[config.mk]
export PLATFORM = sky130hd
export DESIGN_NAME = up_down_stopwatch_top
export DESIGN_NICKNAME = d
export VERILOG_FILES = /design/src/rtl/udsw_pkg.sv /design/src/rtl/up_down_stopwatch_top.sv /design/src/rtl/udsw_lockout.sv /design/src/rtl/udsw_core.sv
export SDC_FILE = /design/constraint.sdc
export NUM_CORES = 1
export LEC_CHECK = 0
export ABC_CLOCK_PERIOD_IN_PS = 3700
export BUFFER_PORTS_ARGS = -buffer_cell sky130_fd_sc_hd__buf_2
export CAP_MARGIN = 40
export CORE_MARGIN = 5
export CORE_UTILIZATION = 40
export CTS_CLUSTER_DIAMETER = 80
export DETAILED_ROUTE_END_ITERATION = 7
export GPL_ROUTABILITY_DRIVEN = 0
export PLACE_DENSITY_LB_ADDON = 0.08
export SKIP_LAST_GASP = 1
export SLEW_MARGIN = 10
export SYNTH_ARGS = -nofsm -noshare
export SYNTH_HDL_FRONTEND = slang
export SYNTH_SLANG_ARGS = --single-unit
[constraint.sdc]
create_clock -name clk_i -period 3.7 [get_ports clk_i]
set_input_delay 0.37 -clock clk_i [delete_from_list [all_inputs] [get_ports clk_i]]
set_output_delay 0.37 -clock clk_i [all_outputs]
set_load 0.05 [all_outputs]
[src/rtl/udsw_pkg.sv]
// Package for the up/down hours:minutes:seconds stopwatch.
// Command codes, button indexes, time limits and the item struct types.
// No dependencies.
package udsw_pkg;

  typedef enum logic [2:0] {
    CMD_TICK   = 3'd0,
    CMD_CLEAR  = 3'd1,
    CMD_PAUSE  = 3'd2,
    CMD_RESUME = 3'd3,
    CMD_POLL   = 3'd4
  } cmd_e;

  localparam int unsigned NUM_ADJ       = 6;
  localparam int unsigned BTN_HR_DN     = 0;
  localparam int unsigned BTN_HR_UP     = 1;
  localparam int unsigned BTN_MIN_DN    = 2;
  localparam int unsigned BTN_MIN_UP    = 3;
  localparam int unsigned BTN_SEC_DN    = 4;
  localparam int unsigned BTN_SEC_UP    = 5;
  localparam int unsigned BTN_COUNTDOWN = 6;

  localparam logic [4:0] HOUR_MAX       = 5'd23;
  localparam logic [5:0] MIN_MAX        = 6'd59;
  localparam logic [5:0] SEC_MAX        = 6'd59;
  localparam logic [7:0] DEBOUNCE_RESET = 8'd30;

  typedef struct packed {
    logic [2:0] cmd;
    logic [6:0] buttons;
  } in_item_t;

  typedef struct packed {
    logic [4:0] hours;
    logic [5:0] minutes;
    logic [5:0] seconds;
    logic       counting_down;
    logic       buzzer;
    logic       running;
  } out_item_t;

endpackage

[src/rtl/up_down_stopwatch_top.sv]
// A transfer accepted into the input register moves on to the output register once the output stage is free.
// Throughput: one item per cycle while the output is not stalled; input register, single-pass update, output register.
// The input stage takes a new item while a result waits, as long as it is empty or the output frees.
// Reset (rst_ni low, async): time 00:00:00, counting up, buzzer off, running,
// lockout counters zero, debounce_polls 30, both pipeline stages empty.
// Top level of the stopwatch; depends on udsw_pkg, udsw_lockout, udsw_core.
module up_down_stopwatch_top (
  input  logic                clk_i,
  input  logic                rst_ni,
  input  logic                in_valid_i,
  output logic                in_ready_o,
  input  udsw_pkg::in_item_t  in_data_i,
  output logic                out_valid_o,
  input  logic                out_ready_i,
  output udsw_pkg::out_item_t out_data_o,
  input  logic                cfg_valid_i,
  output logic                cfg_ready_o,
  input  logic [7:0]          cfg_data_i
);
  import udsw_pkg::*;

  logic      in_valid_q;
  in_item_t  in_q;
  logic      out_valid_q;
  out_item_t out_q;
  logic [7:0] debounce_q;
  logic      out_free;
  logic      adv;
  logic      poll;
  logic [NUM_ADJ-1:0] act;
  out_item_t next;

  assign out_free    = !out_valid_q || out_ready_i;
  assign adv         = in_valid_q && out_free;
  assign in_ready_o  = !in_valid_q || out_free;
  assign out_valid_o = out_valid_q;
  assign out_data_o  = out_q;
  assign cfg_ready_o = 1'b1;
  assign poll        = adv && (in_q.cmd == CMD_POLL);

  always_ff @(posedge clk_i or negedge rst_ni) begin
    if (!rst_ni) begin
      debounce_q <= DEBOUNCE_RESET;
    end else if (cfg_valid_i) begin
      debounce_q <= cfg_data_i;
    end
  end

  always_ff @(posedge clk_i or negedge rst_ni) begin
    if (!rst_ni) begin
      in_valid_q  <= 1'b0;
      out_valid_q <= 1'b0;
    end else begin
      if (in_ready_o) begin
        in_valid_q <= in_valid_i;
      end
      if (out_free) begin
        out_valid_q <= in_valid_q;
      end
    end
  end

  always_ff @(posedge clk_i) begin
    if (in_valid_i && in_ready_o) begin
      in_q <= in_data_i;
    end
    if (adv) begin
      out_q <= next;
    end
  end

  udsw_lockout u_lockout (
    .clk_i      (clk_i),
    .rst_ni     (rst_ni),
    .poll_i     (poll),
    .buttons_i  (in_q.buttons[NUM_ADJ-1:0]),
    .debounce_i (debounce_q),
    .act_o      (act)
  );

  udsw_core u_core (
    .clk_i       (clk_i),
    .rst_ni      (rst_ni),
    .en_i        (adv),
    .cmd_i       (in_q.cmd),
    .countdown_i (in_q.buttons[BTN_COUNTDOWN]),
    .act_i       (act),
    .next_o      (next)
  );

  assert property (@(posedge clk_i) disable iff (!rst_ni) adv |=> out_valid_q)
    else $error("advanced item lost before output register");
  assert property (@(posedge clk_i) disable iff (!rst_ni)
                   in_valid_q && !out_free |=> in_valid_q && $stable(in_q))
    else $error("held input stage changed while output stalled");

endmodule

[src/rtl/udsw_lockout.sv]
// Per-button debounce lockout counters for the six adjust buttons.
// Depends on udsw_pkg.
module udsw_lockout (
  input  logic                        clk_i,
  input  logic                        rst_ni,
  input  logic                        poll_i,
  input  logic [udsw_pkg::NUM_ADJ-1:0] buttons_i,
  input  logic [7:0]                  debounce_i,
  output logic [udsw_pkg::NUM_ADJ-1:0] act_o
);
  import udsw_pkg::*;

  logic [7:0] lock_q [NUM_ADJ];
  logic [7:0] lock_d [NUM_ADJ];

  always_comb begin
    for (int i = 0; i < NUM_ADJ; i++) begin
      act_o[i]  = poll_i && buttons_i[i] && (lock_q[i] == 8'd0);
      lock_d[i] = lock_q[i];
      if (poll_i) begin
        if (act_o[i]) begin
          lock_d[i] = (debounce_i == 8'd0) ? 8'd0 : debounce_i - 8'd1;
        end else if (lock_q[i] != 8'd0) begin
          lock_d[i] = lock_q[i] - 8'd1;
        end
      end
    end
  end

  always_ff @(posedge clk_i or negedge rst_ni) begin
    if (!rst_ni) begin
      for (int i = 0; i < NUM_ADJ; i++) begin
        lock_q[i] <= 8'd0;
      end
    end else begin
      for (int i = 0; i < NUM_ADJ; i++) begin
        lock_q[i] <= lock_d[i];
      end
    end
  end

endmodule

[src/rtl/udsw_core.sv]
// Stopwatch state registers and the single-pass next-state logic.
// Depends on udsw_pkg; adjust enables come from udsw_lockout.
module udsw_core (
  input  logic                        clk_i,
  input  logic                        rst_ni,
  input  logic                        en_i,
  input  logic [2:0]                  cmd_i,
  input  logic                        countdown_i,
  input  logic [udsw_pkg::NUM_ADJ-1:0] act_i,
  output udsw_pkg::out_item_t         next_o
);
  import udsw_pkg::*;

  logic [4:0] hours_q, hours_d;
  logic [5:0] minutes_q, minutes_d;
  logic [5:0] seconds_q, seconds_d;
  logic       down_q, down_d;
  logic       buzzer_q, buzzer_d;
  logic       run_q, run_d;

  always_comb begin
    hours_d   = hours_q;
    minutes_d = minutes_q;
    seconds_d = seconds_q;
    down_d    = down_q;
    buzzer_d  = buzzer_q;
    run_d     = run_q;
    unique case (cmd_i)
      CMD_TICK: begin
        if (run_q) begin
          if (down_q) begin
            if (seconds_q != 6'd0) begin
              seconds_d = seconds_q - 6'd1;
            end else if (minutes_q != 6'd0) begin
              seconds_d = SEC_MAX;
              minutes_d = minutes_q - 6'd1;
            end else if (hours_q != 5'd0) begin
              seconds_d = SEC_MAX;
              minutes_d = MIN_MAX;
              hours_d   = hours_q - 5'd1;
            end else begin
              buzzer_d = 1'b1;
            end
          end else if (seconds_q != SEC_MAX) begin
            seconds_d = seconds_q + 6'd1;
          end else if (minutes_q != MIN_MAX) begin
            seconds_d = 6'd0;
            minutes_d = minutes_q + 6'd1;
          end else if (hours_q != HOUR_MAX) begin
            seconds_d = 6'd0;
            minutes_d = 6'd0;
            hours_d   = hours_q + 5'd1;
          end else begin
            // rollover past 23:59:59 clears the watch
            seconds_d = 6'd0;
            minutes_d = 6'd0;
            hours_d   = 5'd0;
            down_d    = 1'b0;
            buzzer_d  = 1'b0;
          end
        end
      end
      CMD_CLEAR: begin
        seconds_d = 6'd0;
        minutes_d = 6'd0;
        hours_d   = 5'd0;
        down_d    = 1'b0;
        buzzer_d  = 1'b0;
      end
      CMD_PAUSE:  run_d = 1'b0;
      CMD_RESUME: run_d = 1'b1;
      CMD_POLL: begin
        if (countdown_i) begin
          down_d = 1'b1;
        end
        // adjusts apply in button order
        if (act_i[BTN_HR_DN] && hours_d != 5'd0) begin
          hours_d = hours_d - 5'd1;
        end
        if (act_i[BTN_HR_UP] && hours_d != HOUR_MAX) begin
          hours_d = hours_d + 5'd1;
        end
        if (act_i[BTN_MIN_DN]) begin
          minutes_d = (minutes_d == 6'd0) ? MIN_MAX : minutes_d - 6'd1;
        end
        if (act_i[BTN_MIN_UP]) begin
          minutes_d = (minutes_d == MIN_MAX) ? 6'd0 : minutes_d + 6'd1;
        end
        if (act_i[BTN_SEC_DN]) begin
          seconds_d = (seconds_d == 6'd0) ? SEC_MAX : seconds_d - 6'd1;
        end
        if (act_i[BTN_SEC_UP]) begin
          seconds_d = (seconds_d == SEC_MAX) ? 6'd0 : seconds_d + 6'd1;
        end
      end
      default: ;
    endcase
  end

  assign next_o = '{hours: hours_d, minutes: minutes_d, seconds: seconds_d,
                    counting_down: down_d, buzzer: buzzer_d, running: run_d};

  always_ff @(posedge clk_i or negedge rst_ni) begin
    if (!rst_ni) begin
      hours_q   <= 5'd0;
      minutes_q <= 6'd0;
      seconds_q <= 6'd0;
      down_q    <= 1'b0;
      buzzer_q  <= 1'b0;
      run_q     <= 1'b1;
    end else if (en_i) begin
      hours_q   <= hours_d;
      minutes_q <= minutes_d;
      seconds_q <= seconds_d;
      down_q    <= down_d;
      buzzer_q  <= buzzer_d;
      run_q     <= run_d;
    end
  end

  assert property (@(posedge clk_i) disable iff (!rst_ni) hours_q <= HOUR_MAX)
    else $error("hours out of range");
  assert property (@(posedge clk_i) disable iff (!rst_ni)
                   minutes_q <= MIN_MAX && seconds_q <= SEC_MAX)
    else $error("minutes or seconds out of range");
  assert property (@(posedge clk_i) disable iff (!rst_ni) buzzer_q |-> down_q)
    else $error("buzzer set outside down mode");

endmodule

* Word level (Yosys, flattened, before mapping) *
Index checks and enable logic that the tools add are counted.

word-level totals
  bits of input ports = 23
  output and inout bits = 23
  logic and storage cells = 165
  register bits = 108

cells by class
  reduce and logical (&&, ||, !) cells = 52
  mux-type cells = 64
  add/sub/neg operators = 16
  eq/ne operators = 10

operators with widths
  cell                                                 number
  two-way mux 6 bit                                    23
  two-way mux 8 bit                                    13
  zero test 8 bit                                      7
  subtractor 8 x 1 -> 8 bit, second input constant     7
  two-way mux 5 bit                                    11
  nonzero test 8 bit                                   6
  case mux 6 bit (3 select lines)                      2
  adder 6 x 1 -> 6 bit, second input constant          4
  logical AND 1 bit                                    17
  case mux 5 bit (3 select lines)                      1
  equality test 6 bit, second input constant           2
  zero test 6 bit                                      2
  != test 6 bit, second input constant                 2
  AND reduction 2 bit                                  6
  nonzero test 2 bit                                   6
  nonzero test 6 bit                                   2
  subtractor 6 x 1 -> 6 bit, second input constant     2
  two-way mux 1 bit                                    11
  adder 5 x 1 -> 5 bit, second input constant          2
  != test 5 bit, second input constant                 2
  equality test 3 x 2 -> 1 bit, second input constant  2
  nonzero test 5 bit                                   1
  subtractor 5 x 1 -> 5 bit, second input constant     1
  case mux 1 bit (2 select lines)                      2
  6 further kinds                                      8

* Longest topological paths before layout *
Gate-level depths: netlist (run 1).

  depth in word-level cells = 13
  gate-level depth with buffers = 15
  mapped depth without buffers = 13

* By module *
Synthesis (run 1) repeated with hierarchy kept, for this count alone.

unflattened totals
  cell total of the unflattened synthesis = 902
  area, all modules = 7917.6 um2

modules (own cells, without submodules)
  module                 area each (um2)  cells an instance  times used  seq. area each (um2)
  udsw_core              3430.8           482                1           501.7
  udsw_lockout           3136.8           361                1           1201.2
  up_down_stopwatch_top  1350.0           59                 1           1156.1

* Worst setup path before layout (run 1) *
OpenSTA, ideal clock, no wires.

  kind = flip-flop to flip-flop
  start = register u_core.seconds_q[0]
  end = register out_q (netlist bit out_data_o[8]), data pin
  period minus slack after synthesis = 3.284 ns
  slack = 0.416 ns
  data arrival time = 3.013 ns
  data required time = 3.429 ns
  library setup time = 0.271 ns
  buffers on the path = 1
  cell stages (with the launch flop) = 14
  cells stage by stage = dfrtp_1 clkbuf_1 inv_1 ha_1 or3b_1 nor2_1 nor3_1 a21oi_1 ha_1 nand4_4 nor4_2 a21o_1 a2bb2oi_1 a21oi_1

RTL lines
  item                      line                         text
  start: declaration        udsw_core.sv:16              logic [5:0] seconds_q, seconds_d;
  start signal: assignment  udsw_core.sv:114             seconds_q <= seconds_d;
  end signal: assignment    up_down_stopwatch_top.sv:68  out_q <= next;
  end: declaration          up_down_stopwatch_top.sv:25  out_item_t out_q;

==> impl_metrics.py, run 1 <==
metrics = {
    "global_routing": {
        "grt_max_degree": 51,
        "grt_pass1_wl_um": 35900,
        "track_usage_pct": 20.5,
        "overflow": 0,
        "grt_pass1_vias": 6723,
        "antenna_found_initial": 0,
    },
    "synth": {
        "synth_seq_cells": 108,
        "ys_seq_area_share_pct": 37.9,
        "yosysMostFrequentCell": "a21oi_1",
        "netlist_top_cells_count": "a21oi_1, dfrtp_1, nor2_1",
        "synth.avg_cell_area_um2": 8.71,
        "syn-num-nets": 907,
        "synth.top_cells.by_area": "dfrtp_1, edfxtp_1, a21oi_1",
        "syn-cell-area_um2": 7540,
        "async_reset_ff_share_pct": 72.2,
        "synth_edf_count": 30,
        "yosys.area.top_type_share_pct": 24.2,
        "syn_inst": 865,
        "synth_cell_types": 90,
        "yosysWarningCount": 0,
        "yosysTopAreaCell": "dfrtp_1",
        "synthFlopType": "dfrtp_1",
    },
    "sta": {
        "maxSlewHeadroom_pct": 39.2,
        "finalHoldViolations": 0,
        "finalCritPeriodShare_pct": 92.6,
        "rsz0062_at_grt": "no",
        "tightest_slew_ps": 903,
        "fin_skew_ps": 6.78,
        "min_period_ps": 3430,
        "clock.fmax_mhz": 292,
        "setup_viol_count_final": 0,
        "finalMaxSlewViolations": 0,
        "setup_tns_ps": 0,
        "whs_ps": 178,
    },
    "worst_setup_path": {
        "startpoint_type": "flip-flop",
        "worst-r2r-cell-count": 10,
        "reg2reg_to": "out_data_o[8]",
        "r2r_setup_slack_ps": 270,
        "required_ps": 3800,
        "crit_type": "flip-flop to flip-flop",
        "endpoint_kind": "flip-flop",
        "critPathMaxFanout": 9,
        "cp.arrival_ps": 3530,
        "rr_startpoint": "in_q[7]",
    },
    "power_and_ir_drop": {
        "peakVddDrop_mv": 0.286,
        "p_leak_nw": 3.26,
        "pwr_density_cell_nw_per_um2": 582,
    },
    "worst_hold_path": {
        "hold_class": "primary input to flip-flop",
        "hp-start": "in_data_i[4]",
        "hold_path_depth": 1,
        "holdPathEnd": "in_q[4]",
    },
    "run_status": {
        "status": "finished, final reports clean",
    },
    "die": {
        "die_w_um": 147,
        "num_rows": 50,
        "pin_count": 46,
        "initial_core_util_pct": 40.4,
        "die_area_um2": 21700,
        "die_h_um": 147,
        "core_um2": 18600,
    },
    "drt": {
        "drt-total-wl_um": 22300,
        "drc": 0,
        "vias_per_cell": 6.17,
        "drt_iter0_markers": 613,
        "vias": 7022,
        "wl_per_cell_um": 19.6,
        "drtAntennaViolNets": 0,
        "firstDrtPassIters": 5,
    },
    "clock_network": {
        "clk_latency_ps": 360,
        "cts-buffers-inserted": 9,
        "clock-sinks": 108,
        "cts-root-buf": "clkbuf_16",
        "path_clk_slew_ps": 80,
        "postCtsSetupRepairBufs": 0,
        "h-tree-depth": 3,
        "clk_path_buf_depth": 2,
        "cts_tree": "yes",
    },
    "layout": {
        "diodes": 0,
        "fill_cells": 1866,
        "seq_area_um2": 2860,
        "multi_input_area_um2": 4320,
        "syn2layout_area_growth_pct": 11.4,
        "final_cells": 1139,
        "layout.nets": 942,
        "drive_gt1_share_pct": 16.4,
        "stdcell_area_um2": 8400,
    },
    "placement": {
        "dp.cells": 1122,
        "dpl_cell_area_um2": 8100,
        "dp_hpwl_um": 16300,
        "port_buffers": 44,
    },
    "flow_run": {
        "drv_cap": 0,
    },
}
layout make-up:
type | instances | area share [%]
clock buffers | 9 | 2.68
well taps | 234 | 3.49
flip-flops and latches | 108 | 34.1
multi-input cells | 663 | 51.5
clock inverters | 7 | 0.581
inverters | 40 | 1.79
repair buffers | 78 | 5.93
worst max-delay path, stage by stage, from the launching register on:
cell	delay (ps)
edfxtp_1	510
nor3b_2	520
and4_1	340
nand2_1	200
a21oi_1	310
ha_1	240
nand4_4	120
nor4_2	300
a21o_1	240
a2bb2oi_1	270
a21oi_1	120
per-layer routing:
layer | vias to the layer above | GRT usage, % | wire length [µm]
li1 | 3333 | - | -
met1 | 3395 | 27.1 | 9910
met2 | 248 | 33.9 | 10500
met3 | 46 | 3.76 | 1140
met4 | 0 | 7.46 | 714
met5 | - | 0 | 0
sequential cells by signal (all words and copies together) (netlist names):
register and count:
u_lockout.lock_q 48, out_data_o 20, in_q 10, debounce_q 8
u_core.minutes_q 6, u_core.seconds_q 6, u_core.hours_q 5, in_valid_q 1
out_valid_o 1, u_core.buzzer_q 1, u_core.down_q 1, u_core.run_q 1
where the power goes:
group          internal [mW]  switching (mW)
clock                  0.462           0.473
combinational          0.774            1.20
sequential              1.58           0.399
total                   2.82            2.07
worst max path at each step:
stage,from,endpoint,slack (ps),cells after the start
2_1_floorplan,u_core.seconds_q[0],out_data_o[8],420,13
3_3_place_gp,u_core.hours_q[0],out_data_o[17],440,12
3_5_place_dp,u_core.hours_q[0],out_data_o[17],230,12
4_1_cts,u_core.hours_q[0],out_data_o[17],210,12
5_1_grt,in_q[7],out_data_o[8],50,10
6_report,in_q[7],out_data_o[8],270,10
logic make-up after synthesis:
kind of cell | Yosys count | synth area share (%)
and+or+nand+nor | 298 | 21.1
xor gates and xnor gates | 16 | 1.86
other | 1 | 0.0498
buffers and inverters | 94 | 5.05
muxes | 30 | 4.48
DFF | 108 | 37.9
AOI/OAI and AO/OA | 299 | 26.4
adders and majority gates | 19 | 3.15
what timing repair did:
item                                   CTS  global route
gates resized for setup                  0             2
hold buffers                             1             0
endpoints found under the hold margin   14             0
setup endpoints to repair                0             3
layout by cell type (no fill, tap or decap), drive strengths merged, types with 12 or more instances in the layout:
cell,n
a21o,16
a21oi,74
a22oi,12
a31oi,21
buf,77
dfrtp,73
edfxtp,30
ha,19
inv,43
mux2,20
nand2,66
nand3,25
nand4,12
nor2,74
nor3,40
nor4,14
o21ai,62
o22a,17
o31ai,13
or3,17
metrics by stage:
step,setup slack (ps),power [mW],utilization [%]
finish,275,4.88,45.0
global route,52.7,5.26,45.0
CTS,215,4.89,45.0
detailed placement,232,3.94,43.4
global placement,441,3.89,43.2
floorplan,416,3.39,-
No activity file was read; power rests on OpenSTA's default activity.
==> run 2: changes to the inputs <==
--- a/config.mk
+++ b/config.mk
@@ -6,16 +6,17 @@
 export NUM_CORES = 1
 export LEC_CHECK = 0
 export ABC_CLOCK_PERIOD_IN_PS = 3700
-export BUFFER_PORTS_ARGS = -buffer_cell sky130_fd_sc_hd__buf_2
 export CAP_MARGIN = 40
 export CORE_MARGIN = 5
 export CORE_UTILIZATION = 40
 export CTS_CLUSTER_DIAMETER = 80
 export DETAILED_ROUTE_END_ITERATION = 7
+export DONT_BUFFER_PORTS = 1
 export GPL_ROUTABILITY_DRIVEN = 0
 export PLACE_DENSITY_LB_ADDON = 0.08
 export SKIP_LAST_GASP = 1
 export SLEW_MARGIN = 10
 export SYNTH_ARGS = -nofsm -noshare
 export SYNTH_HDL_FRONTEND = slang
+export SYNTH_HIERARCHICAL = 1
 export SYNTH_SLANG_ARGS = --single-unit
==> run 2 against run 1 <==
Net effect:
- core utilization is 0.35 points higher
- critical path type unchanged
- global-route usage is 0.56 points higher
- fmax is 7.4% lower
- largest power group is now combinational logic
- sequential cell count stayed put
- synthesized cell count is 4.3% higher
- largest cell class unchanged
==> impl_metrics.py, run 2 <==
metrics = {
    "run_status": {
        "status": "finished, final reports clean",
    },
    "clock_network": {
        "cts-buffers-inserted": 9,
        "cts_tree": "yes",
        "clk_path_buf_depth": 2,
        "h-tree-depth": 3,
        "path_clk_slew_ps": 80,
        "clk_latency_ps": 350,
        "cts-root-buf": "clkbuf_16",
        "clock-sinks": 108,
    },
    "layout": {
        "mostFrequentLayoutCells": "nand2_1, dfrtp_1, nor2_1, a21oi_1, buf_4",
        "largest_register_ffs": 48,
        "stdcell_area_um2": 8830,
        "diodes": 0,
        "final_common_cell": "nand2_1",
        "syn2layout_area_growth_pct": 11.6,
        "layout.nets": 944,
        "drive_gt1_share_pct": 16.3,
        "regMostFlops": "u_lockout/lock_q",
    },
    "synth": {
        "ys_seq_area_share_pct": 36.1,
        "yosys.area.top_type_share_pct": 23.1,
        "async_reset_ff_share_pct": 72.2,
        "syn_inst": 902,
        "synth_seq_cells": 108,
        "syn-num-nets": 942,
        "synth_edf_count": 30,
        "yosysWarningCount": 6,
        "netlist_top_cells_count": "nand2_1, dfrtp_1, nor2_1",
        "synthFlopType": "dfrtp_1",
        "yosysTopAreaCell": "dfrtp_1",
        "synth.top_cells.by_area": "dfrtp_1, edfxtp_1, a21oi_1",
        "syn-cell-area_um2": 7920,
        "synth.avg_cell_area_um2": 8.78,
        "synth_cell_types": 94,
        "yosysMostFrequentCell": "nand2_1",
    },
    "worst_setup_path": {
        "critPathMaxFanout": 4,
        "cpPeakStageDelay_ps": 510,
        "required_ps": 3940,
        "endpoint_kind": "flip-flop",
        "path_cells": "inv_1 -> ha_1 -> or4b_4 -> or4_4 -> nor3_4 -> buf_4 -> or4b_4 -> a221oi_4 -> a21oi_2 -> buf_4 -> xor2_2 -> mux2i_1 -> a211o_1",
        "cp.arrival_ps": 3940,
        "crit_type": "flip-flop to flip-flop",
        "startpoint_type": "flip-flop",
        "cpMaxStageDelayCell": "or4b_4",
    },
    "sta": {
        "tightest_slew_ps": 786,
        "final.setup.worst_slack_ps": 1.93,
        "rsz0062_at_grt": "yes",
        "finalHoldViolations": 0,
        "finalCritPeriodShare_pct": 99.9,
        "maxSlewHeadroom_pct": 46.8,
        "min_period_ps": 3700,
        "setup_viol_count_final": 0,
        "whs_ps": 107,
        "finalMaxSlewViolations": 0,
        "clock.fmax_mhz": 270,
        "fin_skew_ps": 8.33,
    },
    "worst_hold_path": {
        "hold_class": "primary input to flip-flop",
    },
    "die": {
        "core_um2": 19500,
        "die_w_um": 151,
        "initial_core_util_pct": 40.7,
        "die_h_um": 151,
        "die_area_um2": 22700,
        "num_rows": 51,
        "pin_count": 46,
    },
    "power_and_ir_drop": {
        "pwr_density_cell_nw_per_um2": 599,
        "peakVddDrop_mv": 0.258,
        "p_leak_nw": 3.57,
        "finalPower_mw": 5.29,
    },
    "placement": {
        "dp_hpwl_um": 17000,
        "dpl_cell_area_um2": 8330,
        "port_buffers": 0,
        "place_ws_ps": 62.6,
    },
    "global_routing": {
        "antenna_found_initial": 0,
        "grt_pass1_wl_um": 37600,
        "overflow": 0,
        "track_usage_pct": 21.1,
        "grt_pass1_vias": 6622,
        "grt_max_degree": 79,
    },
    "drt": {
        "drt_iter0_markers": 808,
        "firstDrtPassIters": 5,
        "vias": 7226,
        "drt-total-wl_um": 23900,
        "vias_per_cell": 6.16,
        "drc": 0,
        "drtAntennaViolNets": 0,
        "wl_per_cell_um": 20.3,
    },
    "flow_run": {
        "drv_cap": 0,
    },
}
[run 2: cell types whose count changed in the layout (fill, tap and decap cells not counted), sizes merged, moves of 8 or more]
cell	before	now
o21ai	62	53
nor2	74	64
o31ai	13	5
and2	2	14
a211oi	4	13
nand2	66	76
a211o	1	9
o22a	17	4
buf	77	52
a21oi	74	63
[run 2: metal layers]
layer,track usage (%),vias to the layer above,wire (µm)
met1,31.5,3574,11500
met4,4.71,0,303
met5,0,-,0
li1,-,3400,-
met3,3.19,24,1180
met2,32.3,228,10900
[run 2: layout make-up]
cell class,count,area [µm²]
timing repair buffer,53,433
tap,265,332
clock inverter,6,67.6
inverter,44,165
fill,1877,10600
sequential,108,2860
clock buffer,10,250
multi-input combinational,688,4730
[run 2: where the power goes]
part	internal (mW)	switching (mW)
logic	0.882	1.29
clock network	0.574	0.488
registers	1.55	0.501
[run 2: worst max-delay path: cells and delay by family (launching register included)]
kind	cells	cell delay, ps
and+or+nand+nor	4	1710
AOI/OAI and AO/OA	3	710
DFF	1	400
buffers and inverters	3	370
adders and majority gates	1	150
xor gates and xnor gates	1	140
muxes	1	110
[run 2: metrics by stage]
stage	cells	TNS, ps	utilization (%)
2_1_floorplan	902	0	-
3_3_place_gp	1150	0	42.8
3_5_place_dp	1151	0	42.8
4_1_cts	1169	0	44.6
5_1_grt	1174	-630	45.4
6_report	1174	0	45.4
[run 2: cell families (layout without fill, tap and decap cells)]
group / Yosys count / in the layout / share of synthesized area [%]
other cells: 1 / 1 / 0.0474
mux: 42 / 42 / 6.27
compound gates: 286 / 286 / 24.6
simple gates: 323 / 323 / 22.6
flops: 108 / 108 / 36.1
fa+ha+maj: 17 / 17 / 2.69
xor+xnor: 19 / 19 / 2.10
buf+inv: 106 / 113 / 5.59
[run 2: repair_timing]
item | in CTS | in global routing
hold buffers | 2 | 0
buffers inserted | 0 | 5
resized for setup | 0 | 21
setup endpoints to repair | 0 | 15
endpoints found under the hold margin | 78 | 0
[run 2: final timing paths]
check	startpoint	end	slack (ps)	cells after the start
max in group asynchronous	rst_ni	debounce_q[3]	2760	2
worst min-delay path	in_data_i[4]	in_q[4]	110	0
worst max register to register	u_lockout/lock_q[40]	u_core/hours_q[0]	2	13
min in group asynchronous	rst_ni	u_lockout/lock_q[39]	560	2
worst min register to register	in_valid_q	out_valid_o	530	1
worst max-delay path	u_lockout/lock_q[40]	u_core/hours_q[0]	2	13
